**config.mk**
```make
export PLATFORM = sky130hd
export DESIGN_NAME = tpt_tlb
export DESIGN_NICKNAME = d
export VERILOG_FILES = /design/src/tpt_pkg.sv /design/src/tpt_tlb.sv
export SDC_FILE = /design/constraint.sdc
export NUM_CORES = 1
export LEC_CHECK = 0
export BUFFER_PORTS_ARGS = -buffer_cell sky130_fd_sc_hd__buf_2
export CORE_ASPECT_RATIO = 1.25
export CORE_MARGIN = 2
export CORE_UTILIZATION = 62
export CTS_CLUSTER_SIZE = 16
export DETAILED_ROUTE_END_ITERATION = 10
export GPL_TIMING_DRIVEN = 0
export PLACE_DENSITY = 0.87
export SYNTH_ARGS = -nofsm -noshare
export SYNTH_HDL_FRONTEND = slang
export SYNTH_SLANG_ARGS = --single-unit
```
**constraint.sdc**
```tcl
create_clock -name clk_i -period 3.3 [get_ports clk_i]
set_input_delay 0.66 -clock clk_i [delete_from_list [all_inputs] [get_ports clk_i]]
set_output_delay 0.66 -clock clk_i [all_outputs]
set_load 0.005 [all_outputs]
```
**src/tpt_pkg.sv**
```systemverilog
// ----------------------------------------------------------------------------
// tpt_pkg
// Shared types and fixed field widths for the TLB / page table translator.
// ----------------------------------------------------------------------------
package tpt_pkg;

  // Fixed widths of the transaction fields
  localparam int AddrW  = 16;
  localparam int ByteW  = 8;
  localparam int CountW = 32;

  // Update command from the control logic to the TLB
  typedef struct packed {
    logic fill;   // write a new translation
    logic flush;  // drop every entry first, restart the fill pointer
  } tlb_cmd_t;

endpackage

```
**src/tpt_tlb.sv**
```systemverilog
// ----------------------------------------------------------------------------
// tpt_tlb
// Fully associative TLB in flops: parallel tag match with lowest-slot
// priority, round-robin fill, whole-array flush.
// ----------------------------------------------------------------------------
module tpt_tlb #(
  parameter int ENTRIES     = 16,
  parameter int PAGE_WIDTH  = 8,
  parameter int FRAME_WIDTH = 8
) (
  input  logic                   clk_i,
  input  logic                   rst_ni,
  input  logic [PAGE_WIDTH-1:0]  lookup_page_i,
  output logic                   hit_o,
  output logic [FRAME_WIDTH-1:0] hit_frame_o,
  input  tpt_pkg::tlb_cmd_t      cmd_i,
  input  logic [PAGE_WIDTH-1:0]  fill_page_i,
  input  logic [FRAME_WIDTH-1:0] fill_frame_i
);
  import tpt_pkg::*;

  localparam int SlotW = $clog2(ENTRIES);

  logic [PAGE_WIDTH-1:0]  tag_q   [ENTRIES];
  logic [FRAME_WIDTH-1:0] frame_q [ENTRIES];
  logic [ENTRIES-1:0]     valid_q;
  logic [ENTRIES-1:0]     valid_d;
  logic [SlotW-1:0]       ptr_q;
  logic [SlotW-1:0]       slot;

  // Match every entry; scan downward so the lowest slot wins
  always_comb begin
    hit_o       = 1'b0;
    hit_frame_o = '0;
    for (int i = ENTRIES - 1; i >= 0; i--) begin
      if (valid_q[i] && (tag_q[i] == lookup_page_i)) begin
        hit_o       = 1'b1;
        hit_frame_o = frame_q[i];
      end
    end
  end

  // A flush restarts filling at slot zero
  assign slot = cmd_i.flush ? '0 : ptr_q;

  // Drop every valid bit on a flush, then mark the filled slot
  always_comb begin
    valid_d       = cmd_i.flush ? '0 : valid_q;
    valid_d[slot] = 1'b1;
  end

  // Valid bits and fill pointer
  always_ff @(posedge clk_i or negedge rst_ni) begin
    if (!rst_ni) begin
      valid_q <= '0;
      ptr_q   <= '0;
    end else if (cmd_i.fill) begin
      valid_q <= valid_d;
      ptr_q   <= (slot == SlotW'(ENTRIES - 1)) ? '0 : slot + SlotW'(1);
    end
  end

  // Tag and frame payload
  always_ff @(posedge clk_i) begin
    if (cmd_i.fill) begin
      tag_q[slot]   <= fill_page_i;
      frame_q[slot] <= fill_frame_i;
    end
  end

endmodule

```
==> results by group <==
Run status
  • Status: complete, but fails checks
  • Failing checks: setup timing

Placement
  • Placed wire-length estimate: 15.98 mm
  • Placer Congestion: 0.8589
  • Port Buf Inserts: 27

Flow run
  • Maxcap violations: 0

Cells and area
  • # fillers: 1087
  • Layout Area Growth over Synthesis: 14.77%
  • Nets: 886
  • N_diodes: 0
  • Fin util: 72.05%
  • Area of the multi-input gates: 3447 µm²
  • Share of layout cells above drive strength 1: 21.33%
  • Storage cell area: 8188 µm²

Logic synthesis
  • Ys Warns: 0
  • Post-synthesis register bit count: 276
  • Avg Cell Area, Syn: 15.14 µm²
  • Syn Nets: 805
  • Simple-gate share of the synthesized area: 9.849%
  • Adder-cell share of the synthesized area: 0.4278%
  • Count leader, synth: edfxtp_1
  • Synth cell count leaders: edfxtp_1, xnor2_1, nand2_1
  • Syn Inst Count: 773
  • Mux share of post-synthesis cell area: 0.9839%
  • Top_reg_cell synth: edfxtp_1
  • Largest family of logic cells by synthesized area: simple AND/OR/NAND/NOR gates
  • Post-synth EDFFs: 256
  • Biggest area consumer among synthesized cells: edfxtp_1
  • Yosys cell types: 65
  • Sequential-to-total area share from yosys stat: 69.98%
  • Synth top area share: 65.70%
  • Post-synthesis compound-gate area fraction: 6.481%
  • Top cells by area, synth: edfxtp_1, xnor2_1, dfrtp_1, xor2_1, nand2_1
  • XOR/XNOR share of the synthesized area: 9.582%
  • Post-synthesis cell area: 11700 µm²
  • Share of flip-flops with an asynchronous set or reset: 7.246%

Clock tree
  • CTS Buf Count: 25
  • Clock Latency Late Sink: 530 ps
  • Reg clk slew, reported paths: 60 ps
  • CTS tree: built
  • Clock sinks: 276
  • CTS root buf: clkbuf_16
  • H-Tree Depth: 1
  • CTS Hold Buffers Added: 0
  • CTS max path bufs: 3

Timing
  • Fmax achieved: 0.2777 GHz
  • Pins Over Slew Limit: 0
  • Setup TNS: -1768 ps
  • RSZ-0062 raised after global routing: yes
  • Rel. slew slack: 32.90%
  • Min Clock Period, post-route: 3601 ps
  • Setup Skew: 15.13 ps
  • Final Hold Viols: 0
  • Setup slack after layout: -300.8 ps
  • Least-Margin Pin Slew: 1006 ps
  • Final setup fails: 8
  • Hold Slack: 122.6 ps
  • Fin crit share: 109.1%

Setup path
  • Worst Path Required: 2640 ps
  • CP Class: input pin to output pin
  • CP startpoint kind: input pin
  • CP arrival: 2940 ps
  • Critical path, cell by cell: buf_6 -> buf_8 -> xnor2_2 -> nand4_1 -> or3_4 -> nand2_2 -> o211ai_1 -> o21a_1 -> o21ai_2 -> a211oi_2 -> buf_2
  • RR Endpoint: tag_q[8][2]
  • Worst reg2reg startpoint: ptr_q[2]
  • Element type at the critical path end: output pin
  • FF-to-FF path depth: 3
  • Slowest cell delay on critical path: 490 ps
  • Worst-path fanout max: 10
  • CP max stage cell: or3_4
  • Critical path origin: lookup_page_i[2]
  • Reg2reg setup slack: 1170 ps
  • Worst setup endpoint: hit_frame_o[4]

Route
  • DR pass1 iterations: 6
  • DRC: 0
  • Via count: 6987
  • WL per Instance: 24.59 µm
  • ANT nets after route: 0
  • Starting DRT DRC Count: 776
  • Drt via density: 6.329
  • Total wire length: 27.14 mm

GRT
  • Gr ovfl total: 0
  • Antenna violations before repair: 0
  • Tot GR Track Use: 27.14%
  • Largest net degree at the start of global routing: 21
  • Vias in the first global route: 7056
  • First-pass GRT wire length: 40.32 mm

Floorplanning
  • Die Height: 157.6 µm
  • Number of I/O pins: 37
  • Row count: 56
  • Initial cell density of the core: 62.78%
  • Total die area: 19990 µm²
  • CORE AREA: 18640 µm²
  • Die Width: 126.9 µm

Power and ir drop
  • Power Dens Cells: 529.5 nW/µm²
  • Worst VDD drop: 478.9 µV
  • Total power: 0.007110 W
  • Leakage: 4.707 nW

Worst hold path
  • Hold Crit Class: input pin to asynchronous set/reset pin
-- worst min-delay path by stage --
stage	startpoint	end	slack, ps	cells past startpoint
after detailed placement	valid_q[6]	valid_q[6]	470	1
final	rst_ni	ptr_q[2]	120	1
after global placement	valid_q[13]	valid_q[13]	460	1
after CTS	rst_ni	valid_q[5]	120	1
after global routing	rst_ni	ptr_q[2]	140	1
after floorplan	rst_ni	ptr_q[0]	360	0
-- layout by cell type (no fill, tap or decap), types with 18 or more instances in the layout --
master and n:
a21o_1 19, buf_2 27, buf_4 25, clkbuf_16 25, dfrtp_1 20, edfxtp_1 256, nand2_1 45, nand3_1 20
nand4_1 18, nor2_1 27, xnor2_1 100, xor2_1 22
-- layout make-up --
| class | instances | area share (%) |
|---|---|---|
| flip-flops and latches | 276 | 60.98 |
| multi-input cells | 456 | 25.67 |
| clock buffers | 35 | 5.162 |
| repair buffers | 57 | 3.140 |
| plain buffers | 28 | 2.246 |
| well taps | 232 | 2.162 |
| clock inverters | 10 | 0.3634 |
| inverters | 10 | 0.2795 |
-- logic make-up (layout without fill, tap and decap cells) --
group | Yosys count | in the layout
AO/OA/AOI/OAI | 104 | 104
buffers and inverters | 41 | 140
multiplexers | 11 | 11
AND/OR/NAND/NOR | 209 | 209
XOR/XNOR | 128 | 128
flip-flops | 276 | 276
adder cells (fa/ha/maj) | 4 | 4
-- layer usage --
layer	vias to the layer above	routed length (µm)	GRT usage, %
met1	3462	9925	33.16
met5	-	0	0
met4	0	1370	13.76
li1	3054	-	-
met2	373	14040	48.18
met3	98	1811	3.042
-- metrics by stage --
stage	setup WS [ps]	instance area (µm²)	std cells
global placement	-461.7	12130	1032
floorplan	237.4	11700	773
global route	-321.9	13430	1104
CTS	-207.3	13230	1096
finish	-300.8	13430	1104
detailed placement	-556.6	12140	1033
-- critical path: cells and delay by family --
kind | cells | cell delay [ps]
XOR/XNOR | 1 | 190
AND/OR/NAND/NOR | 3 | 900
AO/OA/AOI/OAI | 4 | 720
buffers and inverters | 3 | 450
-- sequential cells by signal, summed over array words and instances (netlist names) --
register  flops
ptr_q         4
frame_q     128
valid_q      16
tag_q       128
-- repair_timing --
action,4_1_cts,5_1_grt
resized for setup,38,28
buffers inserted,21,8
gates cloned,0,0
setup endpoints to repair,9,9
pin swaps,33,22
-- power breakdown --
group / switching, W / internal [W] / leakage [nW] / total [W]
Clock: 0.00121 / 0.00146 / 0.368 / 0.00267
Combinational: 0.000290 / 0.000160 / 1.76 / 0.000450
Sequential: 0.0000470 / 0.00394 / 2.58 / 0.00399
Total: 0.00154 / 0.00557 / 4.71 / 0.00711
Power figures use the tool's default switching activity.
